**src/design/mean_filter_3x3_defines.svh**
```systemverilog
// Assertion macros for the mean filter blocks.
// No dependencies; included by the modules that carry assertions.
`ifndef MEAN_FILTER_3X3_DEFINES_SVH
`define MEAN_FILTER_3X3_DEFINES_SVH

`ifndef NO_ASSERTIONS

`define MF3_ASSERT_IMP(lbl, clk, rst_n, ante, cons, msg) \
    lbl: assert property (@(posedge clk) disable iff (!(rst_n)) (ante) |-> (cons)) \
        else $error(msg);

`define MF3_ASSERT_NXT(lbl, clk, rst_n, ante, cons, msg) \
    lbl: assert property (@(posedge clk) disable iff (!(rst_n)) (ante) |=> (cons)) \
        else $error(msg);

`else

`define MF3_ASSERT_IMP(lbl, clk, rst_n, ante, cons, msg)

`define MF3_ASSERT_NXT(lbl, clk, rst_n, ante, cons, msg)

`endif

`endif

```
**src/design/mf3_pkg.sv**
```systemverilog
// Types, constants and the divide-by-nine function of the 3x3 mean filter.
// No dependencies.
package mf3_pkg;

    localparam int PIX_W      = 8;
    localparam int ROW_W      = 12;
    localparam int COL_W      = 11;
    localparam int FW_W       = 12;
    localparam int FH_W       = 13;
    localparam int SUM_W      = 12;
    localparam int FIFO_DEPTH = 4;
    localparam int FIFO_AW    = 2;
    localparam int FIFO_CW    = 3;

    localparam logic [FW_W-1:0] FRAME_WIDTH_RST  = 12'd640;
    localparam logic [FH_W-1:0] FRAME_HEIGHT_RST = 13'd480;

    // floor(sum / 9) for sum < 2304 as (sum * ceil(2^16 / 9)) >> 16
    localparam logic [12:0] DIV9_RECIP = 13'd7282;

    typedef enum logic {
        REG_FRAME_WIDTH  = 1'b0,
        REG_FRAME_HEIGHT = 1'b1
    } t_reg_idx;

    typedef struct packed {
        logic [ROW_W-1:0] centre_row;
        logic [COL_W-1:0] centre_col;
        logic             frame_last;
    } t_tag;

    typedef struct packed {
        logic produced;
        t_tag tag;
    } t_item;

    function automatic logic [PIX_W-1:0] div9(input logic [SUM_W-1:0] sum);
        logic [SUM_W+12:0] prod;
        prod = sum * DIV9_RECIP;
        return prod[23:16];
    endfunction

endpackage

```
**src/design/mf3_window.sv**
```systemverilog
// Six-pixel window of the two previous columns and the nine-pixel sum stage.
// Depends on mf3_pkg.
module mf3_window
    import mf3_pkg::*;
(
    input  logic             i_clk,
    input  logic             i_rst_n,
    input  logic             i_s1_valid,
    input  t_item            i_s1_item,
    input  logic [PIX_W-1:0] i_pix,
    input  logic [PIX_W-1:0] i_up,
    input  logic [PIX_W-1:0] i_mid,
    output logic             o_s2_valid,
    output logic [SUM_W-1:0] o_s2_sum,
    output t_tag             o_s2_tag
);

    logic [PIX_W-1:0] r_win [6];
    logic             r_s2_valid;
    logic [SUM_W-1:0] r_s2_sum;
    t_tag             r_s2_tag;
    logic [SUM_W-1:0] n_sum;

    always_comb begin
        n_sum = SUM_W'(i_up) + SUM_W'(i_mid) + SUM_W'(i_pix);
        for (int k = 0; k < 6; k++) begin
            n_sum = n_sum + SUM_W'(r_win[k]);
        end
    end

    always_ff @(posedge i_clk) begin
        if (!i_rst_n) begin
            for (int k = 0; k < 6; k++) begin
                r_win[k] <= '0;
            end
            r_s2_valid <= 1'b0;
        end else begin
            r_s2_valid <= i_s1_valid && i_s1_item.produced;
            if (i_s1_valid) begin
                r_win[0] <= r_win[3];
                r_win[1] <= r_win[4];
                r_win[2] <= r_win[5];
                r_win[3] <= i_up;
                r_win[4] <= i_mid;
                r_win[5] <= i_pix;
            end
        end
    end

    always_ff @(posedge i_clk) begin
        if (i_s1_valid) begin
            r_s2_sum <= n_sum;
            r_s2_tag <= i_s1_item.tag;
        end
    end

    assign o_s2_valid = r_s2_valid;
    assign o_s2_sum   = r_s2_sum;
    assign o_s2_tag   = r_s2_tag;

endmodule

```
**config.mk**
```make
export PLATFORM = sky130hd
export DESIGN_NAME = mf3_window
export DESIGN_NICKNAME = d
export VERILOG_FILES = /design/src/design/mean_filter_3x3_defines.svh /design/src/design/mf3_pkg.sv /design/src/design/mf3_window.sv
export SDC_FILE = /design/constraint.sdc
export NUM_CORES = 1
export LEC_CHECK = 0
export BUFFER_PORTS_ARGS = -buffer_cell sky130_fd_sc_hd__buf_2
export CORE_MARGIN = 10
export CORE_UTILIZATION = 50
export DETAILED_ROUTE_END_ITERATION = 6
export PLACE_DENSITY = 0.78
export SLEW_MARGIN = 5
export SYNTH_ARGS = -nofsm -noshare
export SYNTH_HDL_FRONTEND = slang
export SYNTH_SLANG_ARGS = --single-unit
```
**constraint.sdc**
```tcl
create_clock -name i_clk -period 4.45 [get_ports i_clk]
set_clock_uncertainty 0.05 [all_clocks]
set_input_delay 0.6675 -clock i_clk [delete_from_list [all_inputs] [get_ports i_clk]]
set_output_delay 0.6675 -clock i_clk [all_outputs]
set_load 0.02 [all_outputs]
```
* After elaboration in Yosys (flattened, before gate mapping)
Memory sizes are Yosys's and may differ from the RTL's.
Cells that the tools add are included.
** Operators by class
- $add $sub $neg :: 8
- Multiplexer cells :: 10
- Bitwise operators :: 6
- Reduce and logical (&&, ||, !) cells :: 1
** Operator list (number)
- $add 12x8->12 :: 4
- $mux 8 :: 6
- $add 11x8->12 :: 1
- $add 10x8->11 :: 1
- $add 9x8->10 :: 1
- $add 8x8->9 :: 1
- $or 1x1->1 :: 6
- $mux 1 :: 4
- $logic_and 1x1->1 :: 1
** Storage, ports and cells
- Flip-flop bits (word level) :: 37
- RAM bits :: 48
- Output and inout port bits :: 37
- Logic and storage cells :: 31
- Memories :: 1
** Memories
- r_win :: depth 6, width 8, read ports 6, clocked after Yosys merged registers in 0, write ports 6, RTL line mf3_window.sv:18 : logic [PIX_W-1:0] r_win [6];

* Longest topological paths before layout
- Depth in word-level cells :: 8
- Gate-level depth with buffers :: 15
- Mapped depth without buffers :: 15

* Worst setup path before layout
Ideal clock, no wire load.
- Path type :: input -> register
- Start point :: input i_pix[2]
- End point :: register r_s2_sum[10] (netlist: o_s2_sum[10]), data pin
- Arrival :: 3.991 ns
- Required time :: 4.136 ns
- Slack :: 0.146 ns
- Stages :: 15
- Buffers on the path :: 0
- Path through :: inv_1 -> fa_1 -> inv_1 -> fa_1 -> fa_1 -> inv_1 -> fa_1 -> inv_1 -> ha_1 -> inv_1 -> fa_1 -> and2b_1 -> o211ai_1 -> a31oi_1 -> xor2_1
** On the way
- Longest elaborated chain between the ends :: 7
** Ends and longest elaborated chain
- from (decl) :: RTL line mf3_window.sv:10 : input logic [PIX_W-1:0] i_pix,
- $add 9x8->10 :: RTL line mf3_window.sv:25 : n_sum = SUM_W'(i_up) + SUM_W'(i_mid) + SUM_W'(i_pix);
- $add 10x8->11 :: RTL line mf3_window.sv:27 : n_sum = n_sum + SUM_W'(r_win[k]);
- $add 11x8->12 :: RTL line mf3_window.sv:27
- $add 12x8->12 (4 in a row) :: RTL line mf3_window.sv:27
- named net n_sum[10] :: RTL line mf3_window.sv:22 : logic [SUM_W-1:0] n_sum;
- to (signal assigned) :: RTL line mf3_window.sv:52 : r_s2_sum <= n_sum;
- to (decl) :: RTL line mf3_window.sv:20 : logic [SUM_W-1:0] r_s2_sum;
The timed path passes the listed nets, and every way through them passes these cells.
A chain may end at the register's enable or synchronous reset.

* Final worst setup path
Ends and elaborated chain as after synthesis.

==> results.cfg <==
[run_status]
outcome = finished, final reports clean

[drt]
drtIter0Drc = 82
postRouteAntennaNets = 0
first_pass_iters = 4
wire_per_inst_um = 15.1
viasPerCell = 4.91
drc = 0
vias = 2600
wirelength_mm = 7.98

[timing]
timing.slew.headroom_pct = 24.5
fin_setup_tns_ns = 0
min_period_ns = 4.21
slew_viol_final = 0
finalSetupViolations = 0
worst_slack_ns = 0.235
rsz0062_at_grt = false
min_period_over_period_pct = 94.7
tightest_slew_ns = 1.13
final_hold_viol_count = 0
max_freq_mhz = 237

[clock_network]
cts_buffers = 9
clk_pin_slew_ns = 0.08
cts_buffer_depth = 2
tritoncts = built
clock-root-buffer = clkbuf_8
post_cts_buffers = 0
clk_latency_ns = 0.34
cts_hold_buf = 0
cts_max_level = 3
cts_num_sinks = 85
cts_resized = 0

[synth]
synth_edf_count = 84
yosys_register_bits = 85
synth-async-reset-ratio_pct = 0
syn-mean-instance-area_um2 = 14.5
ys.flop_type = edfxtp_1
synth_cell_types = 27
syn_area_um2 = 4650
ys_seq_area_share_pct = 54.6
synthCells = 320
syn_nets = 439
ys.warnings.count = 0

[final_layout]
area_growth_syn_to_layout_pct = 15.8
antenna_cells = 0
drive_gt1_share_pct = 27.3
nets = 533
layout_common_cells = 88 x buf_2, 84 x edfxtp_1, 78 x inv_1, 54 x fa_1, 50 x and3_1
final_common_cell = buf_2
fillers = 714
fin_area_um2 = 5390
fin_util_pct = 58.9

[critical_path]
worst_setup_path_start_kind = primary input
worstPathRequired_ns = 4.48
crit_arrival_ns = 4.25
end_kind = register
cp_slowest_stage_delay_ns = 0.54
crit_path_max_fanout = 2
critPathKind = primary input to register
crit_slowest_cell = fa_1
path_cells = buf_2 > inv_1 > fa_1 > inv_1 > fa_1 > fa_1 > inv_1 > fa_1 > inv_1 > ha_1 > inv_1 > fa_1 > and2b_1 > o211ai_1 > a31oi_1 > xor2_1

[global_routing]
grt_max_degree = 86
track_usage_pct = 12.4
first_global_vias = 2815
antenna_found_initial = 0
grt_pass1_wl_mm = 13.2
overflow = 0

[placed_design]
io_buffers = 88
dp_slack_ns = -0.140
place_area_um2 = 5240
place_congestion = 0.767
hpwl_mm = 6.25

[floorplanning]
fp.coreArea_um2 = 9150
start_util_pct = 50.9
io_pins = 89
num_rows = 35
die_x_um = 116
die_h_um = 116
dieArea_um2 = 13600

[power_and_ir_drop]
leakage_nw = 2.65
power-per-cell-area_nw_per_um2 = 608
ir_drop_mv = 0.263

[min_path]
min_path_type = primary input to register

[flow_run]
maxCapViolations = 0
[area by class of cell]
class | instances | area [um^2] | share of cell area, %
clock buffers | 9 | 124 | 2.30
clock inverters | 6 | 31.3 | 0.580
inverters | 78 | 293 | 5.43
multi-input cells | 147 | 1780 | 33.1
flip-flops and latches | 85 | 2540 | 47.2
well taps | 111 | 139 | 2.58
repair buffers | 93 | 478 | 8.87
[metal layers]
layer	wire [um]	global-route usage [%]	share of wire, %
met1	3910	17.1	49
met4	59	4.00	0.74
met3	643	4.16	8.1
met5	0	0	0
met2	3370	18.0	42
[worst max-delay path: cells and delay by family]
kind                     cells  cell delay (ns)
AND/OR/NAND/NOR              1             0.23
adder cells (fa/ha/maj)      6             2.58
buffers and inverters        6             0.36
AO/OA/AOI/OAI                2             0.33
XOR/XNOR                     1             0.08
[Yosys cell counts (2+ instances only)]
| cell type | number | area share (%) |
|---|---|---|
| ha_1 | 13 | 3.5 |
| inv_1 | 78 | 6.3 |
| clkbuf_1 | 10 | 0.81 |
| edfxtp_1 | 84 | 54 |
| a21oi_2 | 2 | 0.38 |
| fa_1 | 54 | 23 |
| xnor2_1 | 4 | 0.75 |
| nand2_1 | 2 | 0.16 |
| and3_1 | 50 | 6.7 |
| a21o_1 | 2 | 0.32 |
| nand4_1 | 2 | 0.27 |
| xor2_1 | 2 | 0.38 |
| a21oi_1 | 2 | 0.22 |
| o21a_1 | 2 | 0.32 |
[power breakdown]
| part | switching, mW | internal [mW] |
|---|---|---|
| sequential | 0.0368 | 1.09 |
| clock | 0.255 | 0.194 |
| combinational | 0.938 | 0.766 |
[sequential cells by signal, summed over array words and instances (netlist names)]
signal	count
r_win	48
o_s2_sum	12
o_s2_valid	1
o_s2_tag	24
[final timing paths]
| path | start | to | slack, ns | cells after the start |
|---|---|---|---|---|
| setup / recovery | i_pix[2] | o_s2_sum[10] | 0.24 | 16 |
| hold / removal | i_s1_item[15] | o_s2_tag[15] | 0.45 | 1 |
| setup reg to reg | r_win[0][26] | o_s2_sum[10] | 0.38 | 13 |
| hold reg to reg | r_win[0][41] | r_win[0][17] | 0.58 | 1 |
[cells by family after synthesis]
group | Yosys count | synth area share (%)
AND/OR/NAND/NOR | 61 | 8.06
adder cells (fa/ha/maj) | 67 | 26.7
buffers and inverters | 88 | 7.10
flip-flops | 85 | 54.6
AO/OA/AOI/OAI | 13 | 2.37
XOR/XNOR | 6 | 1.13
[metrics by stage]
step / hold WS (ns) / cells / total power, mW
6_report: 0.445 / 529 / 3.28
5_1_grt: 0.414 / 529 / 3.61
4_1_cts: 0.421 / 529 / 3.33
3_5_place_dp: 0.556 / 514 / 2.88
3_3_place_gp: 0.540 / 514 / 2.80
2_1_floorplan: 0.531 / 320 / 2.42
No activity file was read; power rests on OpenSTA's default activity.
