===== src/design/mean_filter_3x3_defines.svh =====
// Assertion macros for the mean filter blocks.
// No dependencies; included by the modules that carry assertions.
`ifndef MEAN_FILTER_3X3_DEFINES_SVH
`define MEAN_FILTER_3X3_DEFINES_SVH

`ifndef NO_ASSERTIONS

`define MF3_ASSERT_IMP(lbl, clk, rst_n, ante, cons, msg) \
    lbl: assert property (@(posedge clk) disable iff (!(rst_n)) (ante) |-> (cons)) \
        else $error(msg);

`define MF3_ASSERT_NXT(lbl, clk, rst_n, ante, cons, msg) \
    lbl: assert property (@(posedge clk) disable iff (!(rst_n)) (ante) |=> (cons)) \
        else $error(msg);

`else

`define MF3_ASSERT_IMP(lbl, clk, rst_n, ante, cons, msg)

`define MF3_ASSERT_NXT(lbl, clk, rst_n, ante, cons, msg)

`endif

`endif


===== src/design/mf3_pkg.sv =====
// Types, constants and the divide-by-nine function of the 3x3 mean filter.
// No dependencies.
package mf3_pkg;

    localparam int PIX_W      = 8;
    localparam int ROW_W      = 12;
    localparam int COL_W      = 11;
    localparam int FW_W       = 12;
    localparam int FH_W       = 13;
    localparam int SUM_W      = 12;
    localparam int FIFO_DEPTH = 4;
    localparam int FIFO_AW    = 2;
    localparam int FIFO_CW    = 3;

    localparam logic [FW_W-1:0] FRAME_WIDTH_RST  = 12'd640;
    localparam logic [FH_W-1:0] FRAME_HEIGHT_RST = 13'd480;

    // floor(sum / 9) for sum < 2304 as (sum * ceil(2^16 / 9)) >> 16
    localparam logic [12:0] DIV9_RECIP = 13'd7282;

    typedef enum logic {
        REG_FRAME_WIDTH  = 1'b0,
        REG_FRAME_HEIGHT = 1'b1
    } t_reg_idx;

    typedef struct packed {
        logic [ROW_W-1:0] centre_row;
        logic [COL_W-1:0] centre_col;
        logic             frame_last;
    } t_tag;

    typedef struct packed {
        logic produced;
        t_tag tag;
    } t_item;

    function automatic logic [PIX_W-1:0] div9(input logic [SUM_W-1:0] sum);
        logic [SUM_W+12:0] prod;
        prod = sum * DIV9_RECIP;
        return prod[23:16];
    endfunction

endpackage


===== src/design/mf3_out_fifo.sv =====
// Divide-by-nine and four-entry output queue feeding the result channel.
// Depends on mf3_pkg.
module mf3_out_fifo
    import mf3_pkg::*;
(
    input  logic               i_clk,
    input  logic               i_rst_n,
    input  logic               i_push,
    input  logic [SUM_W-1:0]   i_sum,
    input  t_tag               i_tag,
    output logic               o_valid,
    input  logic               i_ready,
    output logic [PIX_W-1:0]   o_mean_value,
    output t_tag               o_tag,
    output logic [FIFO_CW-1:0] o_level
);

    logic [PIX_W-1:0]   r_mean [FIFO_DEPTH];
    t_tag               r_tag  [FIFO_DEPTH];
    logic [FIFO_AW-1:0] r_wr_ptr;
    logic [FIFO_AW-1:0] r_rd_ptr;
    logic [FIFO_CW-1:0] r_level;
    logic               w_pop;

    assign w_pop = o_valid && i_ready;

    always_ff @(posedge i_clk) begin
        if (!i_rst_n) begin
            r_wr_ptr <= '0;
            r_rd_ptr <= '0;
            r_level  <= '0;
        end else begin
            if (i_push) begin
                r_wr_ptr <= r_wr_ptr + FIFO_AW'(1);
            end
            if (w_pop) begin
                r_rd_ptr <= r_rd_ptr + FIFO_AW'(1);
            end
            if (i_push && !w_pop) begin
                r_level <= r_level + FIFO_CW'(1);
            end else if (!i_push && w_pop) begin
                r_level <= r_level - FIFO_CW'(1);
            end
        end
    end

    always_ff @(posedge i_clk) begin
        if (i_push) begin
            r_mean[r_wr_ptr] <= div9(i_sum);
            r_tag[r_wr_ptr]  <= i_tag;
        end
    end

    assign o_valid      = (r_level != '0);
    assign o_mean_value = r_mean[r_rd_ptr];
    assign o_tag        = r_tag[r_rd_ptr];
    assign o_level      = r_level;

endmodule


===== config.mk =====
export PLATFORM = sky130hd
export DESIGN_NAME = mf3_out_fifo
export DESIGN_NICKNAME = d
export VERILOG_FILES = /design/src/design/mean_filter_3x3_defines.svh /design/src/design/mf3_pkg.sv /design/src/design/mf3_out_fifo.sv
export SDC_FILE = /design/constraint.sdc
export NUM_CORES = 1
export LEC_CHECK = 0
export BUFFER_PORTS_ARGS = -buffer_cell sky130_fd_sc_hd__buf_4
export CORE_UTILIZATION = 40
export CTS_CLUSTER_SIZE = 12
export DETAILED_ROUTE_END_ITERATION = 10
export GPL_ROUTABILITY_DRIVEN = 0
export PLACE_DENSITY_LB_ADDON = 0.2
export SYNTH_ARGS = -nofsm -noshare
export SYNTH_HDL_FRONTEND = slang
export SYNTH_SLANG_ARGS = --single-unit

===== constraint.sdc =====
create_clock -name i_clk -period 4.65 [get_ports i_clk]
set_clock_uncertainty 0.15 [all_clocks]
set_input_delay 0.465 -clock i_clk [delete_from_list [all_inputs] [get_ports i_clk]]
set_output_delay 0.465 -clock i_clk [all_outputs]
set_load 0.005 [all_outputs]

# Yosys cells after proc, flatten, opt, wreduce, memory -nomap -nowiden

Memory sizes are Yosys's and may differ from the RTL's. A register that Yosys moved wholly into a read port is not among the register bits.
Index checks and enable logic that the tools add are counted.

Bits in registers: 7
Memory bits (writable): 128
Memories kept: 2
Input bits: 40

Muxes and demuxes: 8
Add/subtract/negate cells: 4
Reduce and logical (&&, ||, !) cells: 7
Multiply operators: 1

Memories:

| name   | words | bits a word | rd ports | clocked after memory_dff | write ports | line               | RTL |
|---|---|---|---|---|---|---|---|
| r_tag  | 4     | 24          | 1        | 1                        | 1           | mf3_out_fifo.sv:19 | `t_tag r_tag [FIFO_DEPTH];` |
| r_mean | 4     | 8           | 1        | 1                        | 1           | mf3_out_fifo.sv:18 | `logic [PIX_W-1:0] r_mean [FIFO_DEPTH];` |

Operator list:

| cell                     | count |
|---|---|
| $mul A12 B12 Y23 const B | 1 |
| $mux W2                  | 4 |
| $mux W3                  | 2 |
| $add A2 B1 Y2 const B    | 2 |
| $add A3 B1 Y3 const B    | 1 |
| $logic_and A1 B1 Y1      | 3 |
| $reduce_bool A3 Y1       | 1 |
| $sub A3 B1 Y3 const B    | 1 |
| $logic_not A1 Y1         | 2 |
| $mux W1                  | 2 |
| $reduce_bool A2 Y1       | 1 |

# Logic depth before layout (Yosys ltp)

Gate-level depths: netlist of run 1.

Depth in word-level cells: 5
Depth in mapped cells: 17

# Least setup slack after synthesis of run 1

OpenSTA, ideal clock, no wires.

Path type: input-to-reg
Start point: input i_sum[1]
End point: memory r_mean[0][5] (data pin)
Required time: 4.283 ns
Arrival time: 4.340 ns
Cell stages on the path: 17
Slack: -0.056 ns
Library setup time: 0.217 ns
Buffers on the path: 0
Cells stage by stage: inv_1 -> fa_1 -> inv_1 -> ha_1 -> inv_1 -> fa_1 -> inv_1 -> fa_1 -> inv_1 -> fa_1 -> inv_1 -> ha_1 -> nand3_2 -> nor3_1 -> a211oi_4 -> nor2_1 -> a211oi_1

Word-level cells in the longest chain between the ends: 1

Ends and longest elaborated chain:

| item             | line               | RTL |
|---|---|---|
| from (decl)      | mf3_out_fifo.sv:9  | `input logic [SUM_W-1:0] i_sum,` |
| $mul A12 B12 Y23 | mf3_pkg.sv:39      | `prod = sum * DIV9_RECIP;` |
| to (decl)        | mf3_out_fifo.sv:18 |  |

Every way passes these cells.

# Final worst setup path of run 1

Start point: input i_sum[2]
End point: memory r_mean[0][6] (data pin)

The elaborated chain is that of the path after synthesis.

==> flow_summary.yaml, run 1 <==
pwr:
  finalPower_uw: 5930
  power.switching_uw: 1970
  clockPowerShare: 0.243
  power_density_mw_per_mm2: 647
  power.share.combinational: 0.457
  pwr-share-seq: 0.301
  switching_share: 0.333
  p_int_uw: 3960
  irDropWorstVdd_mv: 0.254
  p_leak_uw: 0.00370
floorplan:
  rows: 49
  dieArea_mm2: 0.0189
  io_pins: 76
  start_util: 0.408
  dieHeight_um: 137
  die_width_um: 137
  coreArea_mm2: 0.0180
clock_tree:
  htreeDepth: 4
  cts_hold_buf: 0
  cts_buffer_depth: 2
  cts_tree: "built"
  cts.sinks: 137
  cts_buffers: 17
  path_clk_slew_ps: 60
  clock_latency_ps: 400
  cts_root_buffer: "clkbuf_16"
timing:
  final_max_slew_viol_count: 0
  max-slew-margin-rel: 0.364
  fin_setup_tns_ps: 0
  setup_slack_ps: 115
  period_needed_ps: 4540
  fmax_mhz: 220
  hold_violations: 0
  fin_crit_sh: 0.975
  worst_slew_pin_slew_ps: 954
  finalSetupViolCount: 0
global_routing:
  grt_use_total: 0.154
  grt_overflow: 0
  grt_max_degree: 33
  grt_pass1_wl_um: 21800
  antenna_found_initial: 0
  grt_pass1_vias: 4444
synth:
  yosysUniqueCellTypes: 48
  syn_inst: 459
  ys.flop_type: "edfxtp_1"
  synthMostInstantiatedCell: "edfxtp_1"
  synthesis.nets: 601
  synth_area_leaders: "edfxtp_1, ha_1, mux4_2"
  synth_top_cell_by_area: "edfxtp_1"
  synth.top_cell.area_share: 0.524
  synth_common_cells: "edfxtp_1, ha_1, inv_1"
  syn_area_mm2: 0.00733
  ys_seq_area_frac: 0.549
  synth_area_per_cell_um2: 16.0
  ys.warnings.count: 0
  ys_seq_elements: 137
  async_reset_ff_frac: 0
  synth_edf_count: 128
status:
  status: "completed"
final_layout:
  area_delta_synth_final_pct: 25.1
  fill_cells: 1534
  final_cells: 823
  drive_gt1_frac: 0.357
  finalNetCount: 723
  num_antenna_cells: 0
  ff_latch_area_mm2: 0.00403
  multiInputGateArea_mm2: 0.00314
  fin_area_mm2: 0.00917
routing:
  drc_errors: 0
  wl_per_cell_um: 16.6
  antenna_left: 0
  drt_iter0_markers: 123
  vias: 4083
  drt-total-wl_um: 13600
  drt-pass1-iter-count: 4
  viasPerCell: 4.96
setup_path:
  cp.depth: 19
  worstPathCellList: "buf_4 > inv_1 > fa_1 > inv_2 > ha_4 > inv_1 > fa_1 > inv_1 > fa_1 > inv_1 > fa_1 > inv_2 > ha_4 > buf_4 > a21oi_4 > nand3_1 > a21o_1 > a31o_4 > a211oi_4"
  crit_path_start_kind: "input pin"
  slowest_delay_ps: 560
  reg2reg_depth: 8
  crit_slowest_cell: "fa_1"
  required_ps: 4710
  endpoint_kind: "register"
  critical_path_class: "input pin to register"
  critPathBufInv: 8
  crit_family: "adder cells"
  path_max_fanout: 4
  cp.arrival_ps: 4600
placed_design:
  dp_hpwl_um: 9770
  dpl_cell_area_mm2: 0.00844
  dpl.cell_count: 790
  port_buffers: 75
  place_ws_ps: -433
flow_run:
  max-cap-violations: 0
min_path:
  holdPathStages: 1
  hp-class: "input pin to register"
[repair_timing]
action                     4_1_cts  5_1_grt
hold endpoints to repair         0        0
setup endpoints to repair        4       32
pin swaps                        0        7
resized for setup                1       12
setup buffers                    0        1
[state kept, by name, summed over array words and instances, names as in the netlist, named ones only]
name and flops:
r_tag 96, r_mean 32, o_level 3, r_rd_ptr 2
r_wr_ptr 2
[stage by stage]
stage          utilization  hold WS, ps
2_1_floorplan            -          339
3_3_place_gp         0.470          336
3_5_place_dp         0.470          380
4_1_cts              0.506         92.9
5_1_grt              0.511         89.6
6_report             0.511          108
[power by group through the flow]
stage | clock network, uW | logic [uW] | registers [uW]
2_1_floorplan | 0 | 1720 | 1710
4_1_cts | 1470 | 2580 | 1800
6_report | 1440 | 2710 | 1780
3_5_place_dp | 0 | 2550 | 1820
5_1_grt | 1520 | 3020 | 1810
3_3_place_gp | 0 | 2500 | 1810
[final timing paths]
path,startpoint,slack [ps],endpoint
max reg2reg,o_level[0]$_SDFFE_PN0P_,2250,o_level[2]$_SDFFE_PN0P_
max,i_sum[2],110,r_mean[0][6]$_DFFE_PP_
min reg2reg,o_level[2]$_SDFFE_PN0P_,390,o_level[2]$_SDFFE_PN0P_
min,i_tag[5],110,r_tag[1][5]$_DFFE_PP_
[logic make-up after synthesis]
kind of cell               after synthesis  synth area share
muxes                                   34             0.101
and+or+nand+nor                         60            0.0449
AOI/OAI and AO/OA                       46            0.0473
buffers and inverters                   67            0.0357
adders and majority gates              102             0.205
DFF                                    137             0.549
xor gates and xnor gates                13            0.0174
[layout make-up]
type / count / area share
clock buffer: 18 / 0.0468
clock inverter: 14 / 0.0239
inverter: 55 / 0.0225
sequential: 137 / 0.439
timing repair buffer: 115 / 0.0941
tap: 229 / 0.0312
multi-input combinational: 255 / 0.343
[worst register-to-register path, delay by kind of cell, from the launching register on]
kind            cells  cell delay (ps)
flops               1              360
xor+xnor            1              180
simple gates        3              830
compound gates      1              160
fa+ha+maj           2              570
buf+inv             1               70
[cell usage in the layout (no fill, tap or decap), types with 4 or more instances in the layout]
cell type  netlist  routed
a21o_1           4       4
a21oi_1         12      11
and2_1          10       6
and2_2           0       4
buf_4            0     115
bufinv_16        0       5
clkbuf_16        0      17
dfxtp_1          9       7
edfxtp_1       128     128
fa_1            30      29
ha_1            72      70
inv_1           55      53
mux4_2          32      32
nand2_1         12      12
nand3_1         10       9
nor2_1           6       6
nor3_1           6       6
o21ai_0          4       4
o21ai_1          4       4
xnor2_1          5       4
xor2_1           7       5
[metal layers]
metal,part of all wire,routed length [um],global-route usage
met1,0.45,6110,0.193
met2,0.51,7000,0.266
met3,0.027,363,0.0276
met4,0.012,170,0.0562
met5,0,0,0
Power figures use the tool's default switching activity.
==> run 2: changes to the inputs <==
--- a/config.mk
+++ b/config.mk
@@ -6,6 +6,7 @@
 export NUM_CORES = 1
 export LEC_CHECK = 0
 export BUFFER_PORTS_ARGS = -buffer_cell sky130_fd_sc_hd__buf_4
+export CORE_ASPECT_RATIO = 1.2
 export CORE_UTILIZATION = 40
 export CTS_CLUSTER_SIZE = 12
 export DETAILED_ROUTE_END_ITERATION = 10
==> run 2 against run 1 <==
  * The run now ends with DRC left
  * Via count rose by 1.3%
  * Critical path depth shrank 2
  * Worst setup slack improved by 32 ps
  * Fmax is 0.71% higher
  * Cell area down 1.3%
  * Non-clock buffer count decreased by 7
==> flow_summary.yaml, run 2 (synthesis results as in run 1) <==
flow_run:
  max-cap-violations: 0
final_layout:
  largest_reg_flops: 96
  drive_gt1_frac: 0.329
  final_cells: 807
  final_cell_mix: "edfxtp_1, buf_4, ha_1, inv_1, mux4_2"
  area_delta_synth_final_pct: 23.5
  num_antenna_cells: 0
  finalNetCount: 716
  top_register: "r_tag"
  final_common_cell: "edfxtp_1"
  fill_cells: 1481
timing:
  fin_crit_sh: 0.968
  hold_violations: 0
  max-slew-margin-rel: 0.408
  final_max_slew_viol_count: 0
  worst_slew_pin_slew_ps: 889
  setup_slack_ps: 147
  fmax_mhz: 222
  finalSetupViolCount: 0
  period_needed_ps: 4500
  fin_setup_tns_ps: 0
clock_tree:
  clock_latency_ps: 410
  cts_buffer_depth: 2
  cts_hold_buf: 0
  cts-resized-gates: 0
  cts_buffers: 17
  cts.sinks: 137
  cts_tree: "built"
  cts_root_buffer: "clkbuf_16"
  cts_setup_buffers: 0
  htreeDepth: 4
  path_clk_slew_ps: 60
placed_design:
  place_ws_ps: -340
  dp_hpwl_um: 9700
  dpl.cell_count: 775
  port_buffers: 75
setup_path:
  critical_path_class: "input pin to register"
  crit_path_start: "i_sum[1]"
  worstReg2RegStart: "o_level[0]$_SDFFE_PN0P_"
  worstPathCellList: "buf_4 > buf_4 > fa_1 > ha_4 > inv_1 > fa_1 > inv_1 > fa_1 > inv_1 > fa_1 > inv_1 > ha_4 > nand3_4 > nor4_4 > a211oi_4 > buf_4 > a211oi_4"
  endpoint_kind: "register"
  cp.depth: 17
  path_max_fanout: 7
  critPathBufInv: 7
  cp.arrival_ps: 4570
  crit_family: "adder cells"
  crit_slowest_cell: "fa_1"
  r2r_slack_ps: 2220
  critPathCapture: "r_mean[0][5]$_DFFE_PP_"
  required_ps: 4720
  reg2reg_depth: 8
  rr_endpoint: "o_level[2]$_SDFFE_PN0P_"
  crit_path_start_kind: "input pin"
  slowest_delay_ps: 530
status:
  failed_checks: "DRC"
  status: "finished, violations left"
min_path:
  holdPathStages: 1
  hp-class: "input pin to register"
routing:
  drc_errors: 7
  drt_iter0_markers: 161
  drt-pass1-iter-count: 7
  wl_per_cell_um: 17.0
  viasPerCell: 5.13
  vias: 4138
  antenna_left: 0
  drt-total-wl_um: 13800
pwr:
  power_density_mw_per_mm2: 645
  p_leak_uw: 0.00365
  irDropWorstVdd_mv: 0.270
  power.switching_uw: 1930
  switching_share: 0.331
  pwr-share-seq: 0.300
  finalPower_uw: 5840
  clockPowerShare: 0.239
  p_int_uw: 3910
  power.share.combinational: 0.461
global_routing:
  grt_max_degree: 33
  grt_pass1_vias: 4527
  antenna_found_initial: 0
  grt_overflow: 0
  grt_use_total: 0.155
  grt_pass1_wl_um: 22300
floorplan:
  dieArea_mm2: 0.0189
  dieHeight_um: 150
  io_pins: 76
  coreArea_mm2: 0.0177
  die_width_um: 126
  start_util: 0.414
  rows: 53
run 2: changes by cell type in the layout (fill, tap and decap cells not counted), moves of 2 or more:
cell,before,now
xor2_2,2,0
xor2_1,5,7
clkinvlp_4,2,0
clkbuf_8,0,3
nand3_2,2,0
buf_4,115,108
inv_6,3,0
clkbuf_1,1,4
run 2: worst min path at each step:
stage / slack [ps] / endpoint / start
6_report: 110 / r_tag[1][5]$_DFFE_PP_ / i_tag[5]
5_1_grt: 90 / r_tag[2][21]$_DFFE_PP_ / i_tag[21]
4_1_cts: 90 / r_tag[1][5]$_DFFE_PP_ / i_tag[5]
3_5_place_dp: 390 / o_level[2]$_SDFFE_PN0P_ / o_level[2]$_SDFFE_PN0P_
3_3_place_gp: 340 / o_level[2]$_SDFFE_PN0P_ / o_level[2]$_SDFFE_PN0P_
2_1_floorplan: 340 / o_level[2]$_SDFFE_PN0P_ / o_level[2]$_SDFFE_PN0P_
run 2: final cells by class:
type                    instances  area (um^2)  share of cell area
multi-input cells             255         3110               0.344
repair buffers                108          811              0.0895
inverters                      55          206              0.0228
flip-flops and latches        137         4030               0.444
clock buffers                  24          482              0.0532
clock inverters                 8          143              0.0158
well taps                     220          275              0.0304
run 2: stage by stage:
step            util  hold slack [ps]  area [um^2]
2_1_floorplan      -              339         7350
3_5_place_dp   0.474              390         8390
3_3_place_gp   0.474              338         8390
5_1_grt        0.511             91.4         9060
6_report       0.511              107         9060
4_1_cts        0.509             91.1         9010
run 2: routing by layer:
layer	vias up	wire, um	global-route usage
met3	15	425	0.0316
li1	1947	-	-
met5	-	0	0
met1	2085	5880	0.180
met4	0	205	0.0585
met2	91	7240	0.283
run 2: power by group through the flow:
stage	clock [uW]	combinational (uW)	sequential, uW
after floorplan	0	1720	1710
after global placement	0	2550	1770
after detailed placement	0	2600	1780
after CTS	1420	2620	1760
after global routing	1470	2980	1770
final	1400	2690	1750
